==> src/design/front_back_push_queue_core_macros.svh <==
// ----------------------------------------------------------------------------
// front_back_push_queue_core assertion macros
// clocked assertion helpers, compiled out for synthesis
// ----------------------------------------------------------------------------
`ifndef FRONT_BACK_PUSH_QUEUE_CORE_MACROS_SVH
`define FRONT_BACK_PUSH_QUEUE_CORE_MACROS_SVH

`ifndef SYNTHESIS
// checked at every rising edge, masked while reset is high
`define FBQ_ASSERT(label, clk, rst, prop) \
  label: assert property (@(posedge clk) disable iff (rst) prop) \
    else $error("fbq assertion failed");
// checked at every rising edge, also during reset
`define FBQ_ASSERT_ALWAYS(label, clk, prop) \
  label: assert property (@(posedge clk) prop) \
    else $error("fbq assertion failed");
`else
`define FBQ_ASSERT(label, clk, rst, prop)
`define FBQ_ASSERT_ALWAYS(label, clk, prop)
`endif

`endif

==> src/design/fbq_pkg.sv <==
// ----------------------------------------------------------------------------
// fbq_pkg
// shared sizes, codes and control types of the front/back push queue
// ----------------------------------------------------------------------------
package fbq_pkg;

  localparam int DEPTH      = 32;
  localparam int DATA_WIDTH = 32;

  localparam int IDX_W    = $clog2(DEPTH);
  localparam int OCC_W    = $clog2(DEPTH + 1);
  localparam int SUM_W    = OCC_W + 1;

  localparam int REQ_W    = 2;
  localparam int VALUE_W  = 32;
  localparam int STATUS_W = 2;
  localparam int ITEM_W   = 32;
  localparam int COUNT_W  = 6;

  typedef logic [IDX_W-1:0] idx_t;
  typedef logic [OCC_W-1:0] occ_t;

  // request codes
  localparam logic [REQ_W-1:0] REQ_PUSH_FRONT = 2'd0;
  localparam logic [REQ_W-1:0] REQ_PUSH_BACK  = 2'd1;
  localparam logic [REQ_W-1:0] REQ_POP_FRONT  = 2'd2;
  localparam logic [REQ_W-1:0] REQ_DUMP       = 2'd3;

  // result status codes
  localparam logic [STATUS_W-1:0] ST_OK    = 2'd0;
  localparam logic [STATUS_W-1:0] ST_EMPTY = 2'd1;
  localparam logic [STATUS_W-1:0] ST_FULL  = 2'd2;

  typedef struct packed {
    logic                push_front;
    logic                push_back;
    logic                load_err;
    logic [STATUS_W-1:0] err_status;
    logic                rd_start;
    logic                rd_next;
    logic                pop_load;
    logic                dump_load;
  } cmd_t;

  typedef struct packed {
    logic full;
    logic empty;
    logic out_last;
  } stat_t;

  // ring position base + off, off below DEPTH
  function automatic idx_t ring_add(idx_t base, occ_t off);
    logic [SUM_W-1:0] sum;
    sum = SUM_W'(base) + SUM_W'(off);
    if (sum >= SUM_W'(DEPTH)) begin
      sum = sum - SUM_W'(DEPTH);
    end
    return IDX_W'(sum);
  endfunction

endpackage

==> src/design/fbq_req_if.sv <==
// ----------------------------------------------------------------------------
// fbq_req_if
// request channel: valid/ready with request type and push word
// ----------------------------------------------------------------------------
interface fbq_req_if;
  logic                                valid;
  logic                                ready;
  logic [fbq_pkg::REQ_W-1:0]           req_type;
  logic signed [fbq_pkg::VALUE_W-1:0]  value;

  modport source (output valid, output req_type, output value, input ready);
  modport sink   (input valid, input req_type, input value, output ready);
endinterface

==> src/design/fbq_rsp_if.sv <==
// ----------------------------------------------------------------------------
// fbq_rsp_if
// result channel: valid/ready with status, word, last marker and count
// ----------------------------------------------------------------------------
interface fbq_rsp_if;
  logic                                valid;
  logic                                ready;
  logic [fbq_pkg::STATUS_W-1:0]        status;
  logic signed [fbq_pkg::ITEM_W-1:0]   item;
  logic                                last;
  logic [fbq_pkg::COUNT_W-1:0]         count;

  modport source (output valid, output status, output item, output last,
                  output count, input ready);
  modport sink   (input valid, input status, input item, input last,
                  input count, output ready);
endinterface

==> src/design/fbq_ctrl.sv <==
// ----------------------------------------------------------------------------
// fbq_ctrl
// sequencer: decodes requests, steps pops and dumps, owns the handshakes
// ----------------------------------------------------------------------------
module fbq_ctrl (
  input  logic                      clk,
  input  logic                      rst,
  input  logic                      req_valid,
  input  logic [fbq_pkg::REQ_W-1:0] req_type,
  output logic                      req_ready,
  output logic                      rsp_valid,
  input  logic                      rsp_ready,
  input  fbq_pkg::stat_t            stat,
  output fbq_pkg::cmd_t             cmd
);

  typedef enum logic [4:0] {
    S_IDLE  = 5'b00001,
    S_POP   = 5'b00010,
    S_OUT   = 5'b00100,
    S_DRD   = 5'b01000,
    S_DOUT  = 5'b10000
  } state_t;

  state_t state, state_next;

  always_ff @(posedge clk) begin
    if (rst) begin
      state <= S_IDLE;
    end else begin
      state <= state_next;
    end
  end

  always_comb begin
    cmd        = '0;
    state_next = state;
    req_ready  = 1'b0;
    rsp_valid  = 1'b0;
    case (state)
      S_IDLE: begin
        req_ready = 1'b1;
        if (req_valid) begin
          case (req_type)
            fbq_pkg::REQ_PUSH_FRONT, fbq_pkg::REQ_PUSH_BACK: begin
              if (stat.full) begin
                cmd.load_err   = 1'b1;
                cmd.err_status = fbq_pkg::ST_FULL;
              end else begin
                cmd.push_front = (req_type == fbq_pkg::REQ_PUSH_FRONT);
                cmd.push_back  = (req_type == fbq_pkg::REQ_PUSH_BACK);
              end
              state_next = S_OUT;
            end
            fbq_pkg::REQ_POP_FRONT: begin
              if (stat.empty) begin
                cmd.load_err   = 1'b1;
                cmd.err_status = fbq_pkg::ST_EMPTY;
                state_next     = S_OUT;
              end else begin
                cmd.rd_start = 1'b1;
                state_next   = S_POP;
              end
            end
            fbq_pkg::REQ_DUMP: begin
              // empty dump completes silently
              if (!stat.empty) begin
                cmd.rd_start = 1'b1;
                state_next   = S_DRD;
              end
            end
            default: begin
              state_next = S_IDLE;
            end
          endcase
        end
      end
      S_POP: begin
        cmd.pop_load = 1'b1;
        state_next   = S_OUT;
      end
      S_OUT: begin
        rsp_valid = 1'b1;
        if (rsp_ready) begin
          state_next = S_IDLE;
        end
      end
      S_DRD: begin
        cmd.dump_load = 1'b1;
        state_next    = S_DOUT;
      end
      S_DOUT: begin
        rsp_valid = 1'b1;
        if (rsp_ready) begin
          if (stat.out_last) begin
            state_next = S_IDLE;
          end else begin
            cmd.rd_next = 1'b1;
            state_next  = S_DRD;
          end
        end
      end
      default: begin
        state_next = S_IDLE;
      end
    endcase
  end

endmodule

==> src/design/fbq_dp.sv <==
// ----------------------------------------------------------------------------
// fbq_dp
// ring store, front pointer, occupancy, dump cursor and result register
// ----------------------------------------------------------------------------
module fbq_dp (
  input  logic                               clk,
  input  logic                               rst,
  input  fbq_pkg::cmd_t                      cmd,
  output fbq_pkg::stat_t                     stat,
  input  logic signed [fbq_pkg::VALUE_W-1:0] value,
  output logic [fbq_pkg::STATUS_W-1:0]       status,
  output logic signed [fbq_pkg::ITEM_W-1:0]  item,
  output logic                               last,
  output logic [fbq_pkg::COUNT_W-1:0]        count
);

  logic signed [fbq_pkg::DATA_WIDTH-1:0] mem [fbq_pkg::DEPTH];
  logic signed [fbq_pkg::DATA_WIDTH-1:0] rd_q;

  fbq_pkg::idx_t front, front_next;
  fbq_pkg::occ_t occ, occ_next;
  fbq_pkg::idx_t idx, idx_next;

  fbq_pkg::idx_t front_dec, front_inc, back_pos, wr_addr, rd_addr;
  fbq_pkg::occ_t occ_inc, occ_dec, idx_plus;
  logic          wr_en;
  logic          rd_en;
  logic          dump_last;

  assign front_dec = (front == '0) ? fbq_pkg::IDX_W'(fbq_pkg::DEPTH - 1) : front - 1'b1;
  assign front_inc = (front == fbq_pkg::IDX_W'(fbq_pkg::DEPTH - 1)) ? '0 : front + 1'b1;
  assign back_pos  = fbq_pkg::ring_add(front, occ);
  assign occ_inc   = occ + 1'b1;
  assign occ_dec   = occ - 1'b1;
  assign idx_plus  = fbq_pkg::OCC_W'(idx) + 1'b1;
  assign dump_last = (idx_plus == occ);

  assign wr_en   = cmd.push_front | cmd.push_back;
  assign wr_addr = cmd.push_front ? front_dec : back_pos;
  assign rd_en   = cmd.rd_start | cmd.rd_next;
  assign rd_addr = cmd.rd_start ? front : fbq_pkg::ring_add(front, idx_plus);

  always_ff @(posedge clk) begin
    if (wr_en) begin
      mem[wr_addr] <= fbq_pkg::DATA_WIDTH'(value);
    end
    if (rd_en) begin
      rd_q <= mem[rd_addr];
    end
  end

  always_comb begin
    front_next = front;
    occ_next   = occ;
    idx_next   = idx;
    if (cmd.push_front) begin
      front_next = front_dec;
      occ_next   = occ_inc;
    end
    if (cmd.push_back) begin
      occ_next = occ_inc;
    end
    if (cmd.pop_load) begin
      front_next = front_inc;
      occ_next   = occ_dec;
    end
    if (cmd.rd_start) begin
      idx_next = '0;
    end
    if (cmd.rd_next) begin
      idx_next = idx + 1'b1;
    end
  end

  always_ff @(posedge clk) begin
    if (rst) begin
      front <= '0;
      occ   <= '0;
      idx   <= '0;
    end else begin
      front <= front_next;
      occ   <= occ_next;
      idx   <= idx_next;
    end
  end

  // result register
  always_ff @(posedge clk) begin
    if (wr_en) begin
      status <= fbq_pkg::ST_OK;
      item   <= '0;
      last   <= 1'b1;
      count  <= fbq_pkg::COUNT_W'(occ_inc);
    end else if (cmd.load_err) begin
      status <= cmd.err_status;
      item   <= '0;
      last   <= 1'b1;
      count  <= fbq_pkg::COUNT_W'(occ);
    end else if (cmd.pop_load) begin
      status <= fbq_pkg::ST_OK;
      item   <= fbq_pkg::ITEM_W'(rd_q);
      last   <= 1'b1;
      count  <= fbq_pkg::COUNT_W'(occ_dec);
    end else if (cmd.dump_load) begin
      status <= fbq_pkg::ST_OK;
      item   <= fbq_pkg::ITEM_W'(rd_q);
      last   <= dump_last;
      count  <= fbq_pkg::COUNT_W'(occ);
    end
  end

  assign stat.full     = (occ == fbq_pkg::OCC_W'(fbq_pkg::DEPTH));
  assign stat.empty    = (occ == '0);
  assign stat.out_last = last;

endmodule

==> src/design/front_back_push_queue_core.sv <==
// ----------------------------------------------------------------------------
// front_back_push_queue_core
// output-restricted deque: push front/back, pop front, dump front to back
// ----------------------------------------------------------------------------
//   channel  dir  handshake     payload
//   req      in   valid/ready   req_type, value
//   rsp      out  valid/ready   status, item, last, count
//
// a push or an error result is in the result register in the cycle after the
// request; a pop passes the registered store read before the result load.
// a dump gives its results one by one (store read, then result load).
// one request is in flight at a time; req.ready is low until its last
// result is taken. a stalled result holds the block.
// reset clears front pointer and occupancy; the store is not cleared.
// ----------------------------------------------------------------------------
`include "front_back_push_queue_core_macros.svh"

module front_back_push_queue_core (
  input  logic      clk,
  input  logic      rst,
  fbq_req_if.sink   req,
  fbq_rsp_if.source rsp
);

  fbq_pkg::cmd_t  cmd;
  fbq_pkg::stat_t stat;
  logic           req_ready;
  logic           rsp_valid;

  fbq_ctrl u_ctrl (
    .clk       (clk),
    .rst       (rst),
    .req_valid (req.valid),
    .req_type  (req.req_type),
    .req_ready (req_ready),
    .rsp_valid (rsp_valid),
    .rsp_ready (rsp.ready),
    .stat      (stat),
    .cmd       (cmd)
  );

  fbq_dp u_dp (
    .clk    (clk),
    .rst    (rst),
    .cmd    (cmd),
    .stat   (stat),
    .value  (req.value),
    .status (rsp.status),
    .item   (rsp.item),
    .last   (rsp.last),
    .count  (rsp.count)
  );

  assign req.ready = req_ready;
  assign rsp.valid = rsp_valid;

  // no request taken while a result is pending
  `FBQ_ASSERT(a_one_in_flight, clk, rst, (req.valid && req.ready) |-> !rsp.valid)
  // push into a full store reports full next cycle
  `FBQ_ASSERT(a_full_resp, clk, rst, (req.valid && req.ready && stat.full && (req.req_type == fbq_pkg::REQ_PUSH_FRONT || req.req_type == fbq_pkg::REQ_PUSH_BACK)) |=> (rsp.valid && rsp.status == fbq_pkg::ST_FULL))
  // pop of an empty store reports empty with zero count
  `FBQ_ASSERT(a_empty_resp, clk, rst, (req.valid && req.ready && stat.empty && req.req_type == fbq_pkg::REQ_POP_FRONT) |=> (rsp.valid && rsp.status == fbq_pkg::ST_EMPTY && rsp.count == '0))

endmodule

==> src/flat_wrapper.sv <==
// flat-port wrapper written by rule: the top's interface ports become plain ports
module front_back_push_queue_core_flat 
  (clk, rst, req_valid, req_req_type, req_value, req_ready, rsp_valid, rsp_status, rsp_item, rsp_last, rsp_count, rsp_ready);
  fbq_req_if req_i ();
  fbq_rsp_if rsp_i ();
  input  logic clk;
  input  logic rst;
  input wire logic [$bits(req_i.valid)-1:0] req_valid;
  input wire logic [$bits(req_i.req_type)-1:0] req_req_type;
  input wire logic [$bits(req_i.value)-1:0] req_value;
  output wire logic [$bits(req_i.ready)-1:0] req_ready;
  output wire logic [$bits(rsp_i.valid)-1:0] rsp_valid;
  output wire logic [$bits(rsp_i.status)-1:0] rsp_status;
  output wire logic [$bits(rsp_i.item)-1:0] rsp_item;
  output wire logic [$bits(rsp_i.last)-1:0] rsp_last;
  output wire logic [$bits(rsp_i.count)-1:0] rsp_count;
  input wire logic [$bits(rsp_i.ready)-1:0] rsp_ready;
  assign req_i.valid = req_valid;
  assign req_i.req_type = req_req_type;
  assign req_i.value = req_value;
  assign req_ready = req_i.ready;
  assign rsp_valid = rsp_i.valid;
  assign rsp_status = rsp_i.status;
  assign rsp_item = rsp_i.item;
  assign rsp_last = rsp_i.last;
  assign rsp_count = rsp_i.count;
  assign rsp_i.ready = rsp_ready;
  front_back_push_queue_core u_core (.clk(clk), .rst(rst), .req(req_i), .rsp(rsp_i));
endmodule
==> config.mk <==
export PLATFORM = sky130hd
export DESIGN_NAME = front_back_push_queue_core_flat
export DESIGN_NICKNAME = d
export VERILOG_FILES = /design/src/design/fbq_pkg.sv /design/src/design/fbq_req_if.sv /design/src/design/fbq_rsp_if.sv /design/src/design/fbq_ctrl.sv /design/src/design/fbq_dp.sv /design/src/design/front_back_push_queue_core.sv /design/src/flat_wrapper.sv
export VERILOG_INCLUDE_DIRS = /design/src /design/src/design
export SDC_FILE = /design/constraint.sdc
export NUM_CORES = 1
export LEC_CHECK = 0
export ABC_AREA = 1
export BUFFER_PORTS_ARGS = -buffer_cell sky130_fd_sc_hd__buf_2
export CORE_AREA = 8 8 543 278
export CTS_CLUSTER_SIZE = 40
export DETAILED_ROUTE_END_ITERATION = 8
export DIE_AREA = 0 0 551 286
export HOLD_SLACK_MARGIN = 0.02
export PLACE_DENSITY = 0.47
export SYNTH_ARGS = -nofsm -noshare
export SYNTH_HDL_FRONTEND = slang
export SYNTH_SLANG_ARGS = --single-unit
export TNS_END_PERCENT = 50
==> constraint.sdc <==
create_clock -name clk -period 4.25 [get_ports clk]
set_input_delay 0.2125 -clock clk [delete_from_list [all_inputs] [get_ports clk]]
set_output_delay 0.2125 -clock clk [all_outputs]
set_load 0.01 [all_outputs]
==> results of run 1 <==
power by group through the flow:
| stage | registers [mW] | logic [mW] | clock network [mW] |
|---|---|---|---|
| global placement | 12.6 | 4.59 | 0 |
| CTS | 12.3 | 4.62 | 9.51 |
| detailed placement | 12.6 | 4.60 | 0 |
| finish | 12.3 | 4.61 | 9.33 |
| floorplan | 12.6 | 2.60 | 0 |
| global route | 12.3 | 5.03 | 9.93 |
synthesized netlist by cell type, drive strengths merged:
cell type  count
nor3b          1
a21oi         19
nand3       1152
a32o           1
a211oi         3
dfxtp         56
a31oi          5
inv         1112
a21boi         1
nor3           8
xor2          17
nand2       1160
edfxtp      1062
xnor2          3
ha            16
nand4          3
or2            2
o21ai         23
o41ai          1
nor2          63
o22ai          1
fa             2
clkbuf        48
buf          207
o211ai         4
flip-flops by register name, indices dropped and copies added (netlist names), 2 cells and up:
register and count:
u_core.u_dp.idx 5, u_core.u_dp.count 6, u_core.u_dp.item 32, u_core.u_ctrl.state 5, u_core.u_dp.status 2, u_core.u_dp.occ 6, u_core.u_dp.rd_q 32, u_core.u_dp.front 5
u_core.u_dp.mem 1024
worst max-delay path by stage:
stage	endpoint	slack, ps	depth (start not counted)
2_1_floorplan	u_core.u_dp.mem[12][0]	630	12
3_3_place_gp	u_core.u_dp.rd_q[10]	520	15
3_5_place_dp	u_core.u_dp.rd_q[10]	450	15
4_1_cts	u_core.u_dp.rd_q[10]	430	15
5_1_grt	u_core.u_dp.rd_q[10]	140	15
6_report	u_core.u_dp.rd_q[10]	370	15
cells by family (layout without fill, tap and decap cells):
| family | Yosys count | count (layout) | share of synthesized area [%] |
|---|---|---|---|
| AOI/OAI and AO/OA | 58 | 58 | 0.695 |
| xor gates and xnor gates | 20 | 20 | 0.367 |
| adders and majority gates | 18 | 18 | 0.483 |
| buffers and inverters | 1367 | 1528 | 10.9 |
| DFF | 1118 | 1118 | 66.4 |
| other | 0 | 2 | 0 |
| and+or+nand+nor | 2389 | 2389 | 21.1 |
layout make-up:
class	instances	share of cell area [%]
Tap cell	1919	4.22
Inverter	1112	7.35
Clock inverter	60	1.09
Antenna cell	2	0.00880
Clock buffer	116	4.54
Sequential cell	1118	58.0
Timing Repair Buffer	240	4.30
Multi-Input combinational cell	2485	20.4
per-layer routing:
metal	vias up	GRT usage, %	share of wire, %	routed length, um
met5	-	0	0.0069	11
met4	2	3.28	1.6	2540
met3	162	4.41	8.0	12800
met2	1189	26.1	38	61100
met1	16700	33.0	52	82700
li1	16200	-	-	-
==> results.toml, run 1 <==
[worst_setup_path]
r2r_cells = 15
r2r_slack_ps = 370
crit_path_top_delay_cell = "o21ai_4"
cpLargestDelayFamily = "simple AND/OR/NAND/NOR gates"
cp-end-kind = "flip-flop"
r2r-end = "u_core.u_dp.rd_q[10]"
critical_path.startpoint = "u_core.u_dp.occ[0]"
worstPathCellList = "inv_1 > ha_1 > nand3_2 > nand2_1 > inv_2 > nand2_2 > o21ai_4 > buf_12 > buf_12 > nand3_1 > nand3_1 > nand3_1 > nand2_1 > nand2_1 > nand2_1"
reg2reg_from = "u_core.u_dp.occ[0]"
critPathKind = "flip-flop to flip-flop"
slowest_delay_ps = 670
worst_ep_required_time_ps = 4820
path_common_cell = "nand2_1"
cp_num_buf_inv = 4
start_kind = "flip-flop"
worst_ep_arrival_time_ps = 4450
path_max_fanout = 27

[timing]
report.final.slew_viol_count = 0
holdWs_ps = 56.5
fin_tns_setup_ps = 0
fmax_mhz = 258
maxSlewHeadroom_pct = 30.7
finalCritPeriodShare_pct = 91.2
finalSetupViolations = 0
finClkSkew_ps = 26.8
final_hold_viol_count = 0
rsz0062_at_grt = "no"
worst_slack_ps = 375
worstMarginPinSlew_ps = 1040
min_period_ps = 3880

[placement]
placed_area_sq_um = 53600
io_buffers = 80
gp_congestion = 0.842
post-place-ws_ps = 450
dp_cells = 6866
hpwl_um = 97500

[synthesis]
syn-cell-area_sq_um = 49700
ys_types = 38
syn_avg_cell_area_sq_um = 10.0
yosys_warnings = 0
synth_seq_area_share_pct = 66.4
synth_cells = 4970
yosysTopAreaCell = "edfxtp_1"
synth.area.top_cells = "edfxtp_1 64%, nand3_1 12%, nand2_1 8.7%"
yosysTopAreaCellShare_pct = 64.1
syn-num-nets = 5026
synth_seq_cells = 1118

[min_path]
hold_path.class = "input port to flip-flop"
holdPathStages = 1
hp-start = "req_value[11]"
hold_path_end = "u_core.u_dp.mem[2][11]"

[drt]
drtIter0Drc = 3751
wl_per_cell_um = 22.6
via_count = 34300
vias_per_cell = 4.86
final_antenna_net_count = 0
wl_um = 159000
drc = 0
drt-pass1-iter-count = 5

[cts]
postCtsSetupBuffers = 0
root_buffer = "clkbuf_16"
htreeDepth = 3
clock-sinks = 1118
cts_hold_buf = 8
cts_resized = 0
clockBufferDepth = 3
worstSkewPairLatency_ps = 700
cts_tree = "built"
clkTransAtPathRegs_ps = 70
cts_made_buffers = 100

[power_and_ir_drop]
power_switching_mw = 7.57
power_density_nw_per_um2 = 462
vdd_drop_max_mv = 0.311
clkPwrFrac_pct = 35.5
p_leak_nw = 24.4
power.share.switching_pct = 28.8
seqPwrFrac_pct = 46.9
p_comb_share_pct = 17.5
intPower_mw = 18.7
total_power_mw = 26.3

[global_routing]
grt-ovfl-total = 0
antenna_found_initial = 8
grt_max_degree = 82
grt_pass1_vias = 31700
grtUsageTotal_pct = 19.9
grt_pass1_wl_um = 232000

[die]
die_w_um = 551
core_area_sq_um = 144000
start_util_pct = 34.5
ioPinCount = 81
die_h_um = 286
dieArea_sq_um = 158000
core.rowCount = 99

[finish]
nFillCells = 14100
areaGrowthSynthToFinish_pct = 14.4
final_cell_mix = "1152 x nand2_1, 1148 x nand3_1, 1107 x inv_1, 1062 x edfxtp_1, 101 x clkbuf_16"
utilization_pct = 39.5
final_nets = 5113
register_area_sq_um = 33000
final_cells = 7052
final_area_sq_um = 56900
multiInputGateArea_sq_um = 11600
final_common_cell = "nand2_1"
layout-drive-gt1-share_pct = 8.52

[run]
max-cap-violations = 0

[outcome]
status = "finished clean"
Power figures use the tool's default switching activity.
==> run 2, diff against run 1 <==
--- a/config.mk
+++ b/config.mk
@@ -10,4 +10,5 @@
 export BUFFER_PORTS_ARGS = -buffer_cell sky130_fd_sc_hd__buf_2
 export CORE_AREA = 8 8 543 278
+export CTS_BUF_LIST = sky130_fd_sc_hd__clkbuf_16
 export CTS_CLUSTER_SIZE = 40
 export DETAILED_ROUTE_END_ITERATION = 8
==> constraint.sdc (replaced) <==
create_clock -name clk -period 4.25 [get_ports clk]
set_input_delay 0.2125 -clock clk [delete_from_list [all_inputs] [get_ports clk]]
set_output_delay 0.2125 -clock clk [all_outputs]
set_load 0.1 [all_outputs]
==> results.toml, run 2 (synthesis gave the netlist of run 1 again) <==
[outcome]
status = "finished clean"

[finish]
final_nets = 5113
areaGrowthSynthToFinish_pct = 14.4
final_common_cell = "nand2_1"
largest_register_ffs = 1024
nFillCells = 14100
register_area_sq_um = 33000
final_cell_mix = "1152 x nand2_1, 1148 x nand3_1, 1122 x inv_1, 1062 x edfxtp_1, 101 x clkbuf_16"
multiInputGateArea_sq_um = 11600
reg_top3 = "u_core.u_dp.mem x1024, u_core.u_dp.item x32, u_core.u_dp.rd_q x32"
layout-drive-gt1-share_pct = 8.52
utilization_pct = 39.5
largest-register = "u_core.u_dp.mem"

[worst_setup_path]
r2r_cells = 15
cp-end-kind = "flip-flop"
worst_ep_required_time_ps = 4820
start_kind = "flip-flop"
critPathKind = "flip-flop to flip-flop"
r2r-end = "u_core.u_dp.rd_q[10]"
critical_path.startpoint = "u_core.u_dp.occ[0]"
worst_ep_arrival_time_ps = 4450
r2r_slack_ps = 360
path_max_fanout = 27
reg2reg_from = "u_core.u_dp.occ[0]"

[cts]
clockBufferDepth = 3
clkTransAtPathRegs_ps = 70
cts_made_buffers = 100
postCtsSetupBuffers = 0
root_buffer = "clkbuf_16"
worstSkewPairLatency_ps = 700
cts_tree = "built"
clock-sinks = 1118
htreeDepth = 3

[placement]
hpwl_um = 97500
gp_congestion = 0.842
io_buffers = 80
post-place-ws_ps = 450

[power_and_ir_drop]
vdd_drop_max_mv = 0.312
p_leak_nw = 24.4
power_density_nw_per_um2 = 466

[die]
die_h_um = 286
core_area_sq_um = 144000
ioPinCount = 81
start_util_pct = 34.5
core.rowCount = 99
die_w_um = 551
dieArea_sq_um = 158000

[min_path]
holdPathStages = 1
hold_path_end = "u_core.u_dp.mem[2][11]"
hp-start = "req_value[11]"
hold_path.class = "input port to flip-flop"

[timing]
fin_tns_setup_ps = 0
worstMarginPinSlew_ps = 1050
final_hold_viol_count = 0
report.final.slew_viol_count = 0
fmax_mhz = 257
finalCritPeriodShare_pct = 91.4
maxSlewHeadroom_pct = 29.9
worst_slack_ps = 364
finalSetupViolations = 0
finClkSkew_ps = 30.5
rsz0062_at_grt = "no"
min_period_ps = 3890

[drt]
drtIter0Drc = 3721
final_antenna_net_count = 0
via_count = 34300
wl_per_cell_um = 22.6
drc = 0
wl_um = 159000
drt-pass1-iter-count = 6
vias_per_cell = 4.86

[global_routing]
grt_pass1_wl_um = 232000
antenna_found_initial = 8
grtUsageTotal_pct = 19.9
grt-ovfl-total = 0
grt_pass1_vias = 31700
grt_max_degree = 82

[run]
max-cap-violations = 0
==> run 2: changes by cell type in the layout (fill, tap and decap cells not counted), sizes merged <==
cell and change:
inv +15, clkbuf -15
==> run 2: final cells by class <==
class	count	area share, %
inverters	1112	7.35
diodes	2	0.00880
repair buffers	240	4.30
multi-input cells	2485	20.4
flip-flops and latches	1118	58.0
clock buffers	101	4.44
well taps	1919	4.22
clock inverters	75	1.19
==> run 2: through the flow <==
stage	hold WS, ps	cell area, sq um	instances	total power [mW]
CTS	29.9	56900	7050	26.7
detailed placement	460	53600	6866	17.4
global placement	454	53600	6866	17.4
global route	40.9	56900	7050	27.5
finish	54.7	56900	7052	26.5
floorplan	311	49700	4970	15.4
==> run 2: worst max path at each step <==
stage                                   to  slack (ps)  cells after the start
finish                u_core.u_dp.rd_q[10]         360                     15
global route          u_core.u_dp.rd_q[10]         140                     15
CTS                   u_core.u_dp.rd_q[10]         430                     15
detailed placement    u_core.u_dp.rd_q[10]         450                     15
global placement      u_core.u_dp.rd_q[10]         520                     15
floorplan           u_core.u_dp.mem[12][0]         630                     12
==> run 2: report_power, final <==
| group | switching (mW) | internal, mW | total [mW] |
|---|---|---|---|
| registers | 0.0725 | 12.3 | 12.3 |
| logic | 3.57 | 1.31 | 4.88 |
| clock network | 4.21 | 5.09 | 9.30 |
==> run 2: per-layer routing <==
| metal | track usage (%) | up-vias | share of wire (%) |
|---|---|---|---|
| met4 | 3.28 | 2 | 1.6 |
| met5 | 0 | - | 0.0069 |
| met3 | 4.41 | 170 | 8.5 |
| met2 | 26.1 | 1244 | 38 |
| li1 | - | 16200 | - |
| met1 | 33.0 | 16700 | 52 |
==> run 2: timing repair <==
| action | 4_1_cts | 5_1_grt |
|---|---|---|
| hold buffers | 8 | 0 |
| endpoints found under the setup margin | 0 | 0 |
| gates resized for setup | 0 | 0 |
| hold endpoints to repair | 21 | 0 |
==> run 2: critical path, stage by stage (launching register included) <==
cell     delay [ps]
dfxtp_1         440
inv_1           180
ha_1            300
nand3_2         160
nand2_1          80
inv_2           130
nand2_2         290
o21ai_4         680
buf_12          260
buf_12          220
nand3_1         160
nand3_1         140
nand3_1         310
nand2_1         170
nand2_1         100
nand2_1          80
